**config.mk**
```make
export PLATFORM = sky130hd
export DESIGN_NAME = h264_nal_to_flv_video_tag
export DESIGN_NICKNAME = d
export VERILOG_FILES = /design/src/h2f_pkg.sv /design/src/h2f_sps_mem.sv /design/src/h2f_parse.sv /design/src/h2f_emit.sv /design/src/h264_nal_to_flv_video_tag.sv
export SDC_FILE = /design/constraint.sdc
export NUM_CORES = 1
export LEC_CHECK = 0
export BUFFER_PORTS_ARGS = -buffer_cell sky130_fd_sc_hd__buf_2
export CAP_MARGIN = 20
export CORE_ASPECT_RATIO = 1.5
export CORE_UTILIZATION = 40
export CTS_CLUSTER_DIAMETER = 100
export DETAILED_ROUTE_END_ITERATION = 8
export PLACE_DENSITY = 0.58
export REMOVE_ABC_BUFFERS = 1
export SKIP_LAST_GASP = 1
export SYNTH_ARGS = -nofsm -noshare
export SYNTH_HDL_FRONTEND = slang
export SYNTH_SLANG_ARGS = --single-unit
```
**constraint.sdc**
```tcl
create_clock -name clk -period 6 [get_ports clk]
set_input_delay 1.2 -clock clk [delete_from_list [all_inputs] [get_ports clk]]
set_output_delay 1.2 -clock clk [all_outputs]
set_load 0.01 [all_outputs]
```
**src/h2f_pkg.sv**
```systemverilog
// Shared types and constants for the H.264 Annex-B to FLV video tag converter.
// No dependencies.
package h2f_pkg;

  typedef enum logic [1:0] {
    ST_IDLE,
    ST_REC,
    ST_FRM,
    ST_DATA
  } h2f_state_t;

  localparam logic [4:0] NAL_IDR = 5'd5;
  localparam logic [4:0] NAL_SPS = 5'd7;
  localparam logic [4:0] NAL_PPS = 5'd8;

  localparam logic [7:0] TAG_KEY      = 8'h17;
  localparam logic [7:0] TAG_INTER    = 8'h27;
  localparam logic [7:0] BYTE_ONE     = 8'h01;
  localparam logic [7:0] BYTE_ZERO    = 8'h00;
  localparam logic [7:0] BYTE_FF      = 8'hFF;
  localparam logic [7:0] BYTE_E1      = 8'hE1;

  // record header bytes before the SPS body, and fixed record overhead
  localparam int REC_PRE   = 13;
  localparam int REC_FIXED = 16;
  // frame header length
  localparam int FRM_HDR   = 9;

  localparam logic [23:0] MAX24 = 24'hFFFFFF;

  // Per-transfer decision from the parser to the emitter
  typedef struct packed {
    logic        rec;       // emit configuration record header
    logic        frm;       // emit frame header
    logic        data;      // pass the byte through
    logic        last;      // byte ends the unit
    logic        kind;      // 0 record, 1 frame
    logic        trunc;     // SPS overflow flag for record bytes
    logic [7:0]  tag;       // first frame header byte
    logic [7:0]  byte_val;
    logic [23:0] body_len;  // announced body length
    logic [23:0] hdr_len;   // payload length carried in the header
  } h2f_dec_t;

endpackage

```
**src/h2f_sps_mem.sv**
```systemverilog
// SPS byte store: one write port, one registered read port.
// Depends on nothing.
module h2f_sps_mem #(
  parameter int DEPTH = 32,
  parameter int AW    = 5
) (
  input  logic          clk,
  input  logic          we,
  input  logic [AW-1:0] waddr,
  input  logic [7:0]    wdata,
  input  logic [AW-1:0] raddr,
  output logic [7:0]    rdata
);

  logic [7:0] mem [DEPTH];

  always_ff @(posedge clk) begin
    if (we) begin
      mem[waddr] <= wdata;
    end
  end

  // addresses past the store read nothing useful; hold the last value
  always_ff @(posedge clk) begin
    if (32'(raddr) < DEPTH) begin
      rdata <= mem[raddr];
    end
  end

endmodule

```
**src/h2f_parse.sv**
```systemverilog
// Per-byte parser: unit position, type, start code length and SPS bookkeeping.
// Depends on h2f_pkg; drives the write port of h2f_sps_mem.
module h2f_parse #(
  parameter int SPS_MAX = 32,
  parameter int CW      = 6,
  parameter int AW      = 5
) (
  input  logic            clk,
  input  logic            rst,
  input  logic            acc,
  input  logic [4:0]      nal_type,
  input  logic [23:0]     nal_length,
  input  logic [7:0]      byte_value,
  input  logic            byte_last,
  output h2f_pkg::h2f_dec_t dec,
  output logic            we,
  output logic [AW-1:0]   waddr,
  output logic [7:0]      wdata,
  output logic [CW-1:0]   sps_count
);
  import h2f_pkg::*;

  logic [23:0]   byte_position, byte_position_next;
  logic [4:0]    unit_type, unit_type_next;
  logic [CW-1:0] sps_count_next;
  logic          sps_overflow, sps_overflow_next;
  logic          start_code_long, start_code_long_next;

  logic          first_pos;
  logic          sps_room;
  logic [23:0]   pps_len, plen;
  logic [24:0]   rec_total, frm_total;
  logic          is_sps, is_pps;

  always_comb begin
    first_pos            = (byte_position == 24'd0);
    unit_type_next       = first_pos ? nal_type : unit_type;
    is_sps               = (unit_type_next == NAL_SPS);
    is_pps               = (unit_type_next == NAL_PPS);
    sps_room             = (sps_count < CW'(SPS_MAX));

    sps_count_next       = sps_count;
    sps_overflow_next    = sps_overflow;
    start_code_long_next = start_code_long;
    we                   = 1'b0;
    waddr                = sps_count[AW-1:0];
    wdata                = byte_value;

    dec          = '0;
    dec.last     = byte_last;
    dec.byte_val = byte_value;

    pps_len   = (nal_length >= 24'd4) ? nal_length - 24'd4 : 24'd0;
    rec_total = {1'b0, pps_len} + 25'(sps_count) + 25'(REC_FIXED);
    plen      = 24'd0;
    frm_total = '0;

    if (is_sps) begin
      if (first_pos) begin
        sps_count_next    = '0;
        sps_overflow_next = 1'b0;
      end else if (byte_position >= 24'd4) begin
        if (sps_room) begin
          we             = acc;
          sps_count_next = sps_count + CW'(1);
        end else begin
          sps_overflow_next = 1'b1;
        end
      end
    end else if (is_pps) begin
      dec.kind     = 1'b0;
      dec.trunc    = sps_overflow;
      dec.rec      = (byte_position == 24'd3) || (byte_position < 24'd3 && byte_last);
      dec.data     = (byte_position >= 24'd4);
      dec.hdr_len  = pps_len;
      dec.body_len = rec_total[24] ? MAX24 : rec_total[23:0];
    end else begin
      if (first_pos) begin
        start_code_long_next = 1'b0;
      end else if (byte_position == 24'd2) begin
        start_code_long_next = (byte_value == BYTE_ZERO);
      end
      plen = start_code_long_next
           ? ((nal_length >= 24'd4) ? nal_length - 24'd4 : 24'd0)
           : ((nal_length >= 24'd3) ? nal_length - 24'd3 : 24'd0);
      frm_total    = {1'b0, plen} + 25'(FRM_HDR);
      dec.kind     = 1'b1;
      dec.frm      = (byte_position == 24'd2 && (!start_code_long_next || byte_last))
                   || (byte_position == 24'd3 && start_code_long_next)
                   || (byte_position < 24'd2 && byte_last);
      dec.data     = (byte_position >= 24'd3)
                   && (!start_code_long_next || byte_position >= 24'd4);
      dec.tag      = (unit_type_next == NAL_IDR) ? TAG_KEY : TAG_INTER;
      dec.hdr_len  = plen;
      dec.body_len = frm_total[24] ? MAX24 : frm_total[23:0];
    end

    if (byte_last) begin
      byte_position_next = 24'd0;
    end else if (byte_position != MAX24) begin
      byte_position_next = byte_position + 24'd1;
    end else begin
      byte_position_next = byte_position;
    end
  end

  always_ff @(posedge clk) begin
    if (rst) begin
      byte_position   <= '0;
      unit_type       <= '0;
      sps_count       <= '0;
      sps_overflow    <= 1'b0;
      start_code_long <= 1'b0;
    end else if (acc) begin
      byte_position   <= byte_position_next;
      unit_type       <= unit_type_next;
      sps_count       <= sps_count_next;
      sps_overflow    <= sps_overflow_next;
      start_code_long <= start_code_long_next;
    end
  end

endmodule

```
**src/h2f_emit.sv**
```systemverilog
// Header sequencer and output register; reads the SPS store one entry ahead.
// Depends on h2f_pkg; reads h2f_sps_mem.
module h2f_emit #(
  parameter int CW = 6,
  parameter int AW = 5,
  parameter int IW = 7
) (
  input  logic              clk,
  input  logic              rst,
  input  logic              acc,
  input  h2f_pkg::h2f_dec_t dec,
  input  logic [CW-1:0]     sps_count,
  input  logic [7:0]        rd_data,
  output logic [AW-1:0]     rd_addr,
  output logic              idle_ok,
  output logic              m_tvalid,
  input  logic              m_tready,
  output logic [7:0]        out_byte,
  output logic              packet_first,
  output logic              packet_last,
  output logic              packet_kind,
  output logic [23:0]       body_length,
  output logic              sps_truncated
);
  import h2f_pkg::*;

  h2f_state_t    state, state_next;
  logic [IW-1:0] idx, idx_next;
  h2f_dec_t      q;

  logic          out_ok;
  logic          emit;
  logic [7:0]    e_byte;
  logic          e_first, e_last, e_kind, e_trunc;
  logic [23:0]   e_blen;
  logic [IW-1:0] rec_end, off;
  logic [7:0]    rec_byte, frm_byte;
  logic [15:0]   count16;

  assign out_ok  = !m_tvalid || m_tready;
  assign idle_ok = (state == ST_IDLE) && out_ok;
  assign rec_end = IW'(REC_FIXED - 1) + IW'(sps_count);
  assign count16 = 16'(sps_count);

  // record header byte at idx
  always_comb begin
    off = idx - IW'(REC_PRE);
    case (idx)
      IW'(0):  rec_byte = TAG_KEY;
      IW'(5):  rec_byte = BYTE_ONE;
      IW'(6),
      IW'(7),
      IW'(8):  rec_byte = rd_data;
      IW'(9):  rec_byte = BYTE_FF;
      IW'(10): rec_byte = BYTE_E1;
      IW'(11): rec_byte = count16[15:8];
      IW'(12): rec_byte = count16[7:0];
      default: rec_byte = BYTE_ZERO;
    endcase
    if (idx >= IW'(REC_PRE)) begin
      if (off < IW'(sps_count)) begin
        rec_byte = rd_data;
      end else if (off == IW'(sps_count)) begin
        rec_byte = BYTE_ONE;
      end else if (off == IW'(sps_count) + IW'(1)) begin
        rec_byte = q.hdr_len[15:8];
      end else begin
        rec_byte = q.hdr_len[7:0];
      end
    end
  end

  // frame header byte at idx
  always_comb begin
    case (idx)
      IW'(0):  frm_byte = q.tag;
      IW'(1):  frm_byte = BYTE_ONE;
      IW'(6):  frm_byte = q.hdr_len[23:16];
      IW'(7):  frm_byte = q.hdr_len[15:8];
      IW'(8):  frm_byte = q.hdr_len[7:0];
      default: frm_byte = BYTE_ZERO;
    endcase
  end

  // next state and index
  always_comb begin
    state_next = state;
    idx_next   = idx;
    case (state)
      ST_IDLE: begin
        idx_next = '0;
        if (acc && dec.rec) begin
          state_next = ST_REC;
        end else if (acc && dec.frm) begin
          state_next = ST_FRM;
        end
      end
      ST_REC: begin
        if (out_ok) begin
          idx_next = idx + IW'(1);
          if (idx == rec_end) begin
            idx_next   = '0;
            state_next = q.data ? ST_DATA : ST_IDLE;
          end
        end
      end
      ST_FRM: begin
        if (out_ok) begin
          idx_next = idx + IW'(1);
          if (idx == IW'(FRM_HDR - 1)) begin
            idx_next   = '0;
            state_next = q.data ? ST_DATA : ST_IDLE;
          end
        end
      end
      ST_DATA: begin
        if (out_ok) begin
          state_next = ST_IDLE;
        end
      end
      default: state_next = ST_IDLE;
    endcase
  end

  // store address for the byte that follows: ahead of idx by one read
  always_comb begin
    if (idx_next < IW'(REC_PRE)) begin
      rd_addr = AW'(idx_next - IW'(5));
    end else begin
      rd_addr = AW'(idx_next - IW'(REC_PRE));
    end
  end

  // output selection
  always_comb begin
    emit    = 1'b0;
    e_byte  = q.byte_val;
    e_first = 1'b0;
    e_last  = q.last;
    e_kind  = q.kind;
    e_trunc = q.trunc;
    e_blen  = '0;
    case (state)
      ST_IDLE: begin
        emit    = acc && dec.data && !dec.rec && !dec.frm;
        e_byte  = dec.byte_val;
        e_last  = dec.last;
        e_kind  = dec.kind;
        e_trunc = dec.trunc;
      end
      ST_REC: begin
        emit    = out_ok;
        e_byte  = rec_byte;
        e_first = (idx == '0);
        e_last  = (idx == rec_end) && q.last && !q.data;
        e_blen  = (idx == '0) ? q.body_len : 24'd0;
      end
      ST_FRM: begin
        emit    = out_ok;
        e_byte  = frm_byte;
        e_first = (idx == '0);
        e_last  = (idx == IW'(FRM_HDR - 1)) && q.last && !q.data;
        e_blen  = (idx == '0) ? q.body_len : 24'd0;
      end
      ST_DATA: begin
        emit = out_ok;
      end
      default: emit = 1'b0;
    endcase
  end

  always_ff @(posedge clk) begin
    if (rst) begin
      state    <= ST_IDLE;
      idx      <= '0;
      m_tvalid <= 1'b0;
    end else begin
      state <= state_next;
      idx   <= idx_next;
      if (emit) begin
        m_tvalid <= 1'b1;
      end else if (m_tready) begin
        m_tvalid <= 1'b0;
      end
    end
  end

  always_ff @(posedge clk) begin
    if (acc) begin
      q <= dec;
    end
    if (emit) begin
      out_byte      <= e_byte;
      packet_first  <= e_first;
      packet_last   <= e_last;
      packet_kind   <= e_kind;
      body_length   <= e_blen;
      sps_truncated <= e_trunc;
    end
  end

endmodule

```
**src/h264_nal_to_flv_video_tag.sv**
```systemverilog
// H.264 Annex-B NAL bytes in, FLV AVC video tag body bytes out.
// Payload bytes: one transfer a cycle unless output stalls; out in the cycle after input.
// Frame header: 9 output bytes, stalling input; record header: 16 + SPS count bytes.
// SPS bytes: one a cycle unless output stalls; no output. SPS store: synchronous RAM,
// one write and one read port, read one entry ahead of the sequencer. rst (sync, active
// high) clears control state only; store contents stay undefined until an SPS is written.
module h264_nal_to_flv_video_tag #(
  parameter int SPS_MAX = 32
) (
  input  logic        clk,
  input  logic        rst,
  // input stream: tdata = nal_length[23:0], byte_value[31:24]
  input  logic        s_tvalid,
  output logic        s_tready,
  input  logic [31:0] s_tdata,
  input  logic [4:0]  s_tuser,   // nal_type
  input  logic        s_tlast,   // byte_last
  // output stream: tdata = out_byte[7:0], packet_first[8], body_length[32:9], zeros
  output logic        m_tvalid,
  input  logic        m_tready,
  output logic [39:0] m_tdata,
  output logic [1:0]  m_tuser,   // packet_kind[0], sps_truncated[1]
  output logic        m_tlast    // packet_last
);
  import h2f_pkg::*;

  localparam int CW = $clog2(SPS_MAX + 1);
  localparam int AW = $clog2(SPS_MAX);
  localparam int IW = $clog2(SPS_MAX + REC_FIXED + 1);

  logic          acc;
  h2f_dec_t      dec;
  logic          we;
  logic [AW-1:0] waddr, rd_addr;
  logic [7:0]    wdata, rd_data;
  logic [CW-1:0] sps_count;
  logic          idle_ok;

  logic [7:0]    out_byte;
  logic          packet_first, packet_kind, sps_truncated;
  logic [23:0]   body_length;

  // one transfer in at a time; the sequencer holds input off during headers
  assign s_tready = idle_ok;
  assign acc      = s_tvalid && s_tready;

  h2f_parse #(
    .SPS_MAX (SPS_MAX),
    .CW      (CW),
    .AW      (AW)
  ) u_parse (
    .clk        (clk),
    .rst        (rst),
    .acc        (acc),
    .nal_type   (s_tuser),
    .nal_length (s_tdata[23:0]),
    .byte_value (s_tdata[31:24]),
    .byte_last  (s_tlast),
    .dec        (dec),
    .we         (we),
    .waddr      (waddr),
    .wdata      (wdata),
    .sps_count  (sps_count)
  );

  h2f_sps_mem #(
    .DEPTH (SPS_MAX),
    .AW    (AW)
  ) u_mem (
    .clk   (clk),
    .we    (we),
    .waddr (waddr),
    .wdata (wdata),
    .raddr (rd_addr),
    .rdata (rd_data)
  );

  h2f_emit #(
    .CW (CW),
    .AW (AW),
    .IW (IW)
  ) u_emit (
    .clk           (clk),
    .rst           (rst),
    .acc           (acc),
    .dec           (dec),
    .sps_count     (sps_count),
    .rd_data       (rd_data),
    .rd_addr       (rd_addr),
    .idle_ok       (idle_ok),
    .m_tvalid      (m_tvalid),
    .m_tready      (m_tready),
    .out_byte      (out_byte),
    .packet_first  (packet_first),
    .packet_last   (m_tlast),
    .packet_kind   (packet_kind),
    .body_length   (body_length),
    .sps_truncated (sps_truncated)
  );

  assign m_tdata = {7'd0, body_length, packet_first, out_byte};
  assign m_tuser = {sps_truncated, packet_kind};

endmodule
```
Word level (Yosys, flattened, before mapping)
Memory sizes are Yosys's and may differ from the RTL's. A register that Yosys moved wholly into a read port is not among the register bits.
Cells that the tools add are included.
Widths: inputs -> output; s select.
{"block": "totals", "elab_cells": 181, "memories": 1, "reg_bits": 150, "input_bits": 42, "ramBits": 256}
{"block": "op_classes", "add_sub_neg": 12, "reduce_logical": 45, "eq_ne": 27, "n_mux": 62, "order_cmp": 10, "bitwise": 2}
{"name": "u_mem.mem", "depth": 32, "width": 8, "read_ports": 1, "rd_clocked_by_memory_dff": 1, "write_ports": 1, "line": "h2f_sps_mem.sv:15", "source": "logic [7:0] mem [DEPTH];"}
{"op": "$mux 24", "n": 7}
{"op": "$eq 24x2->1 const B", "n": 2}
{"op": "$ge 24x2->1 const B", "n": 2}
{"op": "$ge 24x3->1 const B", "n": 2}
{"op": "$lt 24x2->1 const B", "n": 2}
{"op": "$mux 48", "n": 1}
{"op": "$mux 6", "n": 8}
{"op": "$pmux 8 s6", "n": 1}
{"op": "$mux 8", "n": 5}
{"op": "$pmux 8 s5", "n": 1}
{"op": "$add 24x4->25 const B", "n": 1}
{"op": "$add 24x6->25", "n": 1}
{"op": "$add 25x5->25 const B", "n": 1}
{"op": "$add 24x1->24 const B", "n": 1}
{"op": "$eq 6x4->1 const B", "n": 4}
{"op": "$logic_not 24->1", "n": 1}
{"op": "$ne 24x24->1 const B", "n": 1}
{"op": "$pmux 8 s3", "n": 1}
{"op": "$sub 24x2->24 const B", "n": 1}
{"op": "$sub 24x3->24 const B", "n": 1}
{"op": "$mux 1", "n": 22}
{"op": "$eq 6x3->1 const B", "n": 3}
{"op": "$eq 6x6->1", "n": 3}
{"op": "$pmux 6 s3", "n": 1}
{"op": "37 further kinds", "n": 85}

Depth between registers and ports, before layout
Gate-level depths: netlist of the first run.
{"block": "depth", "depth_word": 17, "depth_mapped": 22, "depth_no_buf": 19}

Modules after synthesis
A second synthesis of the first run with hierarchy kept.
{"block": "unflattened", "hier_cells": 1695, "area_unflattened_um2": 21465.6}
{"module": "h2f_sps_mem", "area_per_inst_um2": 10053.4, "n_inst": 1, "cells_each": 417, "seq_area_each_um2": 7847.5}
{"module": "h2f_parse", "area_per_inst_um2": 5824.3, "n_inst": 1, "cells_each": 817, "seq_area_each_um2": 740.7}
{"module": "h2f_emit", "area_per_inst_um2": 5502.8, "n_inst": 1, "cells_each": 449, "seq_area_each_um2": 3303.2}
{"module": "h264_nal_to_flv_video_tag", "area_per_inst_um2": 85.1, "n_inst": 1, "cells_each": 12, "seq_area_each_um2": 0.0}

Least setup slack after synthesis of the first run
Ideal clock, no wire load.
{"block": "synth_timing", "path_kind": "input to register", "start": "in s_tdata[2]", "end": "reg u_emit.q[47] (netlist bit), data pin", "cell_stages": 21, "t_required_ns": 5.724, "slack_ns": 0.293, "setup_time_ns": 0.276, "t_arrival_ns": 5.431, "cell_sequence": "buf_2 -> inv_1 -> ha_1 -> or3b_1 -> nor4_2 -> buf_2 -> nand3_1 -> nand2_1 -> inv_1 -> ha_1 -> ha_1 -> fa_1 -> a211oi_1 -> o21bai_1 -> a21oi_1 -> nor4b_2 -> nand4_1 -> or4b_4 -> nor3_2 -> mux2i_1 -> a221oi_2"}
{"block": "synth_between", "elab_chain_len": 6, "elab_cells_between_ends": 13, "cone_classes": "add/sub: 5; order compare: 2; mux: 6"}
{"element": "start: declaration", "line": "h264_nal_to_flv_video_tag.sv:15", "source": "input logic [31:0] s_tdata,"}
{"element": "$sub 24x3->24, or another cell as far along", "line": "h2f_parse.sv:53, h2f_parse.sv:84"}
{"element": "$mux 24, on equally long branches", "line": "h2f_parse.sv:53, h2f_parse.sv:84, h2f_parse.sv:85"}
{"element": "$add 24x6->25 / $mux 24 (equally long branches)", "line": "h2f_parse.sv:54, h2f_parse.sv:84"}
{"element": "$add 25x5->25 / $add 24x4->25 (equally long branches)", "line": "h2f_parse.sv:54, h2f_parse.sv:86"}
{"element": "$mux 24, on equally long branches", "line": "h2f_parse.sv:76, h2f_parse.sv:95"}
{"element": "$mux 48 (*)", "line": "h2f_parse.sv:70", "source": "end else if (is_pps) begin"}
{"element": "end signal: assignment", "line": "h2f_emit.sv:190", "source": "q <= dec;"}
{"element": "end: declaration", "line": "h2f_emit.sv:29", "source": "h2f_dec_t q;"}
Mark *: on every way between the ends. The rest lies on a longest branch, timed or not.
A chain may end at the register's enable or synchronous reset.

Worst setup path in the final report of the first run
{"block": "layout_timing", "start": "reg u_parse.sps_count[2]", "end": "reg u_mem.rdata[2] (read register of u_mem.mem)"}
{"block": "layout_between", "elab_chain_len": 7, "elab_cells_between_ends": 9, "cone_classes": "add/sub: 3; order compare: 1; eq/ne: 1; mux: 4"}
{"element": "start: declaration", "line": "h2f_parse.sv:19", "source": "output logic [CW-1:0] sps_count"}
{"element": "start signal: assignment", "line": "h2f_parse.sv:117", "source": "sps_count <= sps_count_next;"}
{"element": "$add 4x6->6 (*)", "line": "h2f_emit.sv:42", "source": "assign rec_end = IW'(REC_FIXED - 1) + IW'(sps_count);"}
{"element": "$eq 6x6->1 (*)", "line": "h2f_emit.sv:101", "source": "if (idx == rec_end) begin"}
{"element": "$mux 6 (*)", "line": "h2f_emit.sv:101"}
{"element": "$mux 6 (*)", "line": "h2f_emit.sv:99", "source": "if (out_ok) begin"}
{"element": "$pmux 6 s3 (*)", "line": "h2f_emit.sv:89", "source": "case (state)"}
{"element": "$sub 5x4->5, or another cell as far along", "line": "h2f_emit.sv:130", "source": "rd_addr = AW'(idx_next - IW'(REC_PRE));"}
{"element": "$mux 5 (*)", "line": "h2f_emit.sv:127", "source": "if (idx_next < IW'(REC_PRE)) begin"}
{"element": "end: declaration", "line": "h2f_sps_mem.sv:12", "source": "output logic [7:0] rdata"}
Marked as above.

==> results.toml, run 1 <==
[synth]
seq_area_frac_synth = 0.521
synthArstFlopShare = 0
syn_area_sq_um = 22600
yosysTopAreaCell = "edfxtp_1"
synth-edff-count = 355
ys_top_cells_by_area = "edfxtp_1 47%, dfxtp_1 4.8%, nand2_1 3.5%, nor2_1 2.7%, xnor2_1 2.4%"
yosys_warnings = 0
syn_inst = 2103
synth_cell_types = 94
ys_ff_latch = 409
synth_flop_cell = "edfxtp_1"
syn_avg_cell_area_sq_um = 10.7
netlist.area_leader.share = 0.473

[power_and_ir_drop]
power_mw = 9.97
power.density_nw_per_um2 = 394
ir_drop_mv = 0.407
p_leak_nw = 8.67

[route]
num_vias = 18179
drt-total-wl_um = 74700
wl_per_cell_um = 25.6
dr.pass1.iters = 5
viasPerCell = 6.23
drc = 0
drtAntennaViolNets = 0
drt_iter0_drc = 1523

[cells_and_area]
final_util = 0.454
finalInstanceArea_sq_um = 25300
nets = 2272
n_antenna_cell = 0
synthToLayoutAreaGrowth_pct = 12.1
instances_no_fill = 2918
layout-drive-gt1-share = 0.139

[timing]
final.setup.tns_ns = 0
hold_viol_final = 0
setup_violations = 0
tightestPinTransition_ns = 1.03
period_needed_ns = 5.44
finalMaxSlewViolations = 0
finalCritPeriodShare = 0.907
timing.hold.ws_ns = 0.508
rsz0062_at_grt = "false"
slew_headroom = 0.307
fin_skew_ns = 0.0239
setup_ws_ns = 0.558
max_freq_mhz = 184

[critical_path]
cp.arrival_ns = 5.83
crit_chain = "buf_4, o21ba_2, a221o_1, a2111o_1, o21ai_0, a31oi_1, inv_1, ha_1, o211ai_1, mux2i_1, nor2_1, buf_12, nor2_1, a32oi_1, a311oi_1, a21oi_1"
crit_path_frequent_cell = "nor2_1"
start_kind = "register"
critPathKind = "register to register"
critPathMaxFanout = 24
worst_path_largest_cell_delay_ns = 0.74
crit_buf_inv = 3
worst_ep_required_time_ns = 6.38
worstSetupEndpointType = "register"
cp_slowest_cell = "a311oi_1"
path_delay_family = "compound AO/OA/AOI/OAI gates"

[place]
gp_congestion = 0.931
dp.cells = 2848
dpl_cell_area_sq_um = 24100
dpl.hpwl_um = 54800
port_buffers = 79
dp_slack_ns = 0.0907

[run_status]
status = "finished clean"

[clock_network]
post_cts_buffers = 0
cts-root-buf = "clkbuf_16"
clk_pin_slew_worst_paths_ns = 0.06
clk_latency_ns = 0.54
cts_tree = "yes"
clock_path_buffers = 3
htree_levels = 2
postCtsHoldBufs = 0
cts_buffers = 39
clock_sinks = 409
cts_resized = 0

[hold_path]
hold_class = "register to register"

[floorplanning]
die_area_sq_um = 57300
die_h_um = 293
fp.coreArea_sq_um = 55700
num_rows = 106
die_w_um = 196
pin_count = 87
start_util = 0.405

[global_routing]
antenna_found_initial = 0
grt_pass1_vias = 18279
grt_max_degree = 71
overflow = 0
grt_pass1_wl_um = 112000
track_usage = 0.258

[flow_run]
drv_cap = 0
-- logic make-up (layout without fill, tap and decap cells) --
kind of cell    count (synthesis)  count (layout)  share of synthesized area
simple gates                  683             683                      0.151
compound gates                609             609                      0.205
flops                         409             409                      0.521
buf+inv                       209             316                     0.0382
xor+xnor                      101             101                     0.0392
mux                            48              48                     0.0218
fa+ha+maj                      43              43                     0.0242
other cells                     1               7                   0.000166
-- per-layer routing --
layer  wire [um]  track usage  vias to the layer above  part of all wire
met3        2840       0.0225                      195             0.038
met2       40400        0.492                      624              0.54
met5           0            0                        -                 0
li1            -            -                     8336                 -
met4        4600        0.153                        0             0.062
met1       26900        0.272                     9024              0.36
-- cell usage after synthesis (21+ instances only) --
library cell	number
edfxtp_1	355
nand2_1	212
nor2_1	165
clkbuf_1	107
a21oi_1	88
o21ai_0	77
xnor2_1	63
inv_1	60
dfxtp_1	54
nand3_1	44
nor3_1	44
ha_1	42
and2_1	40
a22o_1	39
mux2i_1	39
xor2_1	38
a22oi_1	36
o2bb2ai_1	31
a31oi_1	29
a32oi_1	29
nor4_1	28
a2111oi_0	26
o22ai_1	25
a222oi_1	21
nand4_1	21
-- layout by cell type, fill, tap and decap left out, types with 14 or more instances in the layout --
cell / count
a2111oi_0: 26
a21boi_0: 18
a21oi_1: 88
a221o_1: 15
a221oi_1: 16
a221oi_2: 20
a222oi_1: 21
a22o_1: 39
a22oi_1: 36
a311oi_1: 19
a31oi_1: 29
a32oi_1: 29
and2_1: 39
and3_1: 16
and4_1: 15
buf_2: 79
buf_4: 102
clkbuf_1: 14
clkbuf_16: 39
dfxtp_1: 54
edfxtp_1: 355
ha_1: 42
inv_1: 60
mux2i_1: 37
nand2_1: 212
nand3_1: 44
nand4_1: 21
nor2_1: 162
nor3_1: 42
nor4_1: 28
o21ai_0: 75
o22ai_1: 25
o2bb2ai_1: 31
o31ai_1: 18
or3_1: 19
xnor2_1: 63
xor2_1: 37
-- state kept, by name (all words and copies together) (netlist names), 2 cells and up --
| signal | flops |
|---|---|
| u_mem.mem | 256 |
| u_emit.q | 63 |
| u_emit.body_length | 24 |
| u_parse.byte_position | 24 |
| u_emit.out_byte | 8 |
| u_mem.rdata | 8 |
| u_emit.idx | 6 |
| u_parse.sps_count | 6 |
| u_parse.unit_type | 5 |
| u_emit.state | 2 |
-- cell type report --
class                           instances  area, sq um
Sequential cell                       409        11700
Fill cell                            5277        30400
Inverter                               62          233
Clock inverter                         13         88.8
Tap cell                              702          878
Timing Repair Buffer                  184         1220
Clock buffer                           57         1070
Multi-Input combinational cell       1491        10000
-- tightest hold or removal path: stages, from the launching register on --
cell	delay [ns]
dfxtp_1	0.33
o21ai_0	0.07
a21oi_1	0.06
-- path summary, 6_finish.rpt --
kind / cells after the start / endpoint / startpoint / slack, ns
max: 16 / u_mem.rdata[2] / u_parse.sps_count[2] / 0.56
min: 2 / u_parse.byte_position[9] / u_parse.byte_position[9] / 0.51
max reg2reg: 16 / u_mem.rdata[2] / u_parse.sps_count[2] / 0.56
min reg2reg: 2 / u_parse.byte_position[9] / u_parse.byte_position[9] / 0.51
-- power breakdown --
group          switching [mW]  internal, mW  total (mW)
clock network            1.05          1.29        2.34
registers               0.148          3.47        3.61
logic                    2.69          1.32        4.02
Power figures use the tool's default switching activity.
==> run 2, diff against run 1 <==
- CORE_UTILIZATION: 40 -> 57
- PLACE_DENSITY: 0.58 -> 0.77
==> run 2 against run 1 <==
Net effect:
- wire length is 6.6% lower
- die area is 30% lower
- combinational power is 3% lower
- cell area is 1.0% lower
==> results.toml, run 2 (synthesized netlist as in run 1, its figures left out) <==
[run_status]
status = "finished clean"

[cells_and_area]
seq_area_sq_um = 11700
final_cell_mix = "355 x edfxtp_1, 212 x nand2_1, 163 x nor2_1"
mostFrequentLayoutCell = "edfxtp_1"
multi_input_comb_area_sq_um = 10000
largest_reg_flops = 256
synthToLayoutAreaGrowth_pct = 11.0
nets = 2266
layout-drive-gt1-share = 0.140
largest_registers = "u_mem.mem x256, u_emit.q x63"
final_util = 0.646
largest-register = "u_mem.mem"
fillCellCount = 3098

[clock_network]
clk_latency_ns = 0.56
postCtsHoldBufs = 0
cts_tree = "yes"
cts_resized = 0
clock_sinks = 409
htree_levels = 2
clock_path_buffers = 3
cts_buffers = 38
post_cts_buffers = 0
clk_pin_slew_worst_paths_ns = 0.07
cts-root-buf = "clkbuf_16"

[floorplanning]
start_util = 0.582
fp.coreArea_sq_um = 38800
pin_count = 87
die_h_um = 246
die_w_um = 164
die_area_sq_um = 40400
num_rows = 88

[global_routing]
grt_pass1_vias = 18158
track_usage = 0.346
grt_util_met3 = 0.0331
antenna_found_initial = 0
grt.met2_usage = 0.631
grt_max_degree = 71
grt-busiest-layer = "met2"
grt_use_met1 = 0.375
grt_pass1_wl_um = 105000
overflow = 0

[route]
viasPerCell = 6.84
drt-total-wl_um = 69800
drtAntennaViolNets = 0
num_vias = 18522
drt_iter0_drc = 1867
drc = 0
dr.pass1.iters = 8
wl_per_cell_um = 25.8

[timing]
fin_skew_ns = 0.0322
max_freq_mhz = 177
period_needed_ns = 5.64
finalCritPeriodShare = 0.940
tightestPinTransition_ns = 1.02
setup_violations = 0
finalMaxSlewViolations = 0
slew_headroom = 0.318
timing.hold.ws_ns = 0.513
hold_viol_final = 0
rsz0062_at_grt = "false"

[place]
gp_congestion = 0.990
dpl.hpwl_um = 50400
port_buffers = 79

[critical_path]
crit_chain = "inv_1, ha_1, o21ba_2, a221o_1, a2111o_1, o21ai_0, buf_4, a31oi_1, inv_1, ha_1, inv_1, a311oi_1, ha_1, a31oi_1, xor2_1, buf_12, nor4_1, a311oi_1, a21oi_1"
cp.arrival_ns = 6.06
cp_slowest_cell = "a311oi_1"
start_kind = "register"
worstSetupEndpointType = "register"
worst_path_largest_cell_delay_ns = 0.65
worst_ep_required_time_ns = 6.42
critPathKind = "register to register"
critPathMaxFanout = 25

[power_and_ir_drop]
ir_drop_mv = 0.316
power.density_nw_per_um2 = 397
p_leak_nw = 8.66

[hold_path]
hold_class = "register to register"

[flow_run]
drv_cap = 0
==> run 2: changes by cell type in the layout (fill, tap and decap cells not counted), moves of 3 or more <==
cell,change
buf_4,-6
clkinvlp_4,+3
inv_6,+3
clkbuf_1,-7
==> run 2: stage by stage <==
step,setup WS [ns],TNS [ns],cell area (sq um),std cells,power (mW)
3_5_place_dp,0.0705,0,23800,2635,7.48
2_1_floorplan,-1.72,-45.96,21900,1962,5.94
6_report,0.359,0,25000,2707,9.94
4_1_cts,0.436,0,25000,2705,9.88
5_1_grt,0.0600,0,25000,2706,10.3
3_3_place_gp,0.130,0,23800,2634,7.40
==> run 2: routing by layer <==
layer	vias up	share of wire	routed length [um]
met3	285	0.055	3860
li1	8336	-	-
met4	0	0.079	5510
met2	941	0.52	36300
met1	8960	0.35	24100
met5	-	0	0
==> run 2: power breakdown <==
part           switching [mW]  internal [mW]
logic                    2.61           1.30
registers               0.145           3.47
clock network            1.08           1.34
total                    3.83           6.11
==> run 2: path summary, 6_finish.rpt <==
| check | start | end | slack [ns] | cells after the start |
|---|---|---|---|---|
| worst max-delay path | u_parse.sps_count[0] | u_mem.rdata[3] | 0.36 | 19 |
| worst min register to register | u_parse.byte_position[10] | u_parse.byte_position[10] | 0.51 | 2 |
| worst max register to register | u_parse.sps_count[0] | u_mem.rdata[3] | 0.36 | 19 |
| worst min-delay path | u_parse.byte_position[10] | u_parse.byte_position[10] | 0.51 | 2 |
==> run 2: area by class of cell <==
class	count	share of cell area
Antenna cell	1	0.000100
Clock buffer	47	0.0401
Tap cell	495	0.0247
Multi-Input combinational cell	1491	0.401
Inverter	62	0.00930
Sequential cell	409	0.469
Clock inverter	23	0.00910
Timing Repair Buffer	179	0.0466
==> run 2: critical path, delay by kind of cell (launching register included) <==
family,cells,cell delay (ns)
AND/OR/NAND/NOR,1,0.09
buffers and inverters,5,0.79
adder cells (fa/ha/maj),3,0.90
AO/OA/AOI/OAI,9,2.83
XOR/XNOR,1,0.27
flip-flops,1,0.61
==> run 3, diff against run 2 <==
- CORE_UTILIZATION: 57 -> 30
- CTS_CLUSTER_SIZE: default -> 12
- PLACE_DENSITY: 0.77 -> 0.46
==> run 3 against run 2 <==
Net effect:
- flip-flop and latch count unchanged
- critical path depth decreased by 1
- clock skew increased by 0.016 ns
- die area increased by 89%
- register-to-register slack improved by 0.08 ns
- cell count increased by 19%
==> results.toml, run 3 (synthesized netlist as in run 1, its figures left out) <==
[timing]
finalCritPeriodShare = 0.927
period_needed_ns = 5.56
timing.hold.ws_ns = 0.503
fin_skew_ns = 0.0478
final.setup.tns_ns = 0
finalMaxSlewViolations = 0
setup_violations = 0
slew_headroom = 0.281
hold_viol_final = 0
max_freq_mhz = 180
rsz0062_at_grt = "false"
tightestPinTransition_ns = 1.07

[place]
gp_congestion = 0.908
dpl.hpwl_um = 60400
dpl_cell_area_sq_um = 24600
port_buffers = 79

[clock_network]
cts_resized = 0
cts_buffers = 40
cts_tree = "yes"
post_cts_buffers = 0
clk_pin_slew_worst_paths_ns = 0.07
clk_latency_ns = 0.59
htree_levels = 2
clock_path_buffers = 3
cts-root-buf = "clkbuf_16"
postCtsHoldBufs = 0
clock_sinks = 409

[global_routing]
antenna_found_initial = 0
track_usage = 0.212
grt_pass1_vias = 18082
grt_pass1_wl_um = 120000
grt_max_degree = 71
overflow = 0

[power_and_ir_drop]
p_sw_mw = 4.06
p_int_mw = 6.08
pwr-share-clk = 0.237
ir_drop_mv = 0.232
power.density_nw_per_um2 = 394
p_seq_frac = 0.357
p_leak_nw = 8.71
swShare = 0.400
comb_power_share = 0.406

[hold_path]
hold_class = "register to register"
min-delay-start = "u_parse.byte_position[9]"
hold_end = "u_parse.byte_position[9]"
hold_depth = 2

[critical_path]
rr_endpoint = "u_mem.rdata[0]"
critPathKind = "register to register"
cp.arrival_ns = 6.02
worst_ep_required_time_ns = 6.45
r2r_slack_ns = 0.44
critPathMaxFanout = 15
start_kind = "register"
r2r-start = "u_parse.sps_count[0]"
crit_chain = "inv_1, ha_1, o21ba_2, a221o_1, a2111o_1, o21ai_0, a31oi_1, inv_1, ha_1, inv_1, a311oi_1, ha_1, a31oi_1, xor2_2, buf_4, nor4_1, a311oi_1, a21oi_1"
worst_path_largest_cell_delay_ns = 0.52
worstSetupEndpointType = "register"
cp_slowest_cell = "a311oi_1"
worstRegToRegCells = 18

[cells_and_area]
nets = 2288
largest_reg_flops = 256
layout-drive-gt1-share = 0.141
largest_registers = "u_mem.mem x256, u_emit.q x63"
n_antenna_cell = 0
final_cell_mix = "355 x edfxtp_1, 212 x nand2_1, 162 x nor2_1"
mostFrequentLayoutCell = "edfxtp_1"
synthToLayoutAreaGrowth_pct = 14.1
finalInstanceArea_sq_um = 25700
largest-register = "u_mem.mem"
final_util = 0.348

[run_status]
status = "finished clean"

[route]
dr.pass1.iters = 8
drtAntennaViolNets = 0
viasPerCell = 5.62
drt_iter0_drc = 1451
drc = 0
num_vias = 18098
drt-total-wl_um = 81600
wl_per_cell_um = 25.3

[floorplanning]
pin_count = 87
die_w_um = 226
num_rows = 122
start_util = 0.305
die_area_sq_um = 76300
fp.coreArea_sq_um = 74000
die_h_um = 338

[flow_run]
drv_cap = 0
[run 3: cell count changes in the layout (fill, tap and decap cells not counted), moves of 2 or more]
cell,previous run,this run
clkbuf_8,2,0
clkinv_1,2,0
clkinv_2,9,0
bufinv_16,3,0
clkinvlp_4,3,0
clkbuf_16,38,40
buf_4,96,119
inv_6,4,0
clkbuf_1,7,23
[run 3: worst max path at each step]
stage                              start              to  slack [ns]  cells past startpoint
finish              u_parse.sps_count[0]  u_mem.rdata[0]        0.44                     18
detailed placement           s_tdata[18]    u_emit.q[47]        0.13                     18
CTS                 u_parse.sps_count[0]  u_mem.rdata[0]        0.48                     18
floorplan                  u_emit.idx[0]  u_mem.rdata[5]       -1.72                     15
global placement             s_tdata[18]    u_emit.q[47]        0.18                     18
global route        u_parse.sps_count[0]  u_mem.rdata[0]        0.27                     18
[run 3: metal layers]
metal | vias up | GRT usage | share of wire
li1 | 8342 | - | -
met1 | 9053 | 0.226 | 0.37
met2 | 548 | 0.414 | 0.55
met3 | 155 | 0.0203 | 0.037
met4 | 0 | 0.0968 | 0.045
met5 | - | 0 | 0
[run 3: cell type report]
class | count | area [sq um]
Clock buffer | 63 | 1090
Clock inverter | 4 | 77.6
Fill cell | 7484 | 48300
Inverter | 62 | 233
Multi-Input combinational cell | 1491 | 10000
Sequential cell | 409 | 11700
Tap cell | 992 | 1240
Timing Repair Buffer | 199 | 1310
[run 3: power by group through the flow]
stage	logic (mW)	clock network [mW]	registers, mW
final	4.12	2.40	3.62
after global routing	4.44	2.56	3.65
after CTS	4.15	2.47	3.63
after detailed placement	4.13	0	3.68
after global placement	4.12	0	3.69
after floorplan	2.26	0	3.68
[run 3: critical path, delay by kind of cell, from the launching register on]
family | cells | cell delay (ns)
AOI/OAI and AO/OA | 9 | 2.93
adders and majority gates | 3 | 0.88
xor gates and xnor gates | 1 | 0.46
DFF | 1 | 0.33
buffers and inverters | 4 | 0.70
and+or+nand+nor | 1 | 0.11
[run 3: stage by stage]
step,power (mW),setup WS (ns),std cells
floorplan,5.94,-1.72,1962
global placement,7.81,0.176,3153
detailed placement,7.81,0.127,3153
CTS,10.3,0.483,3220
global route,10.6,0.269,3220
finish,10.1,0.437,3220
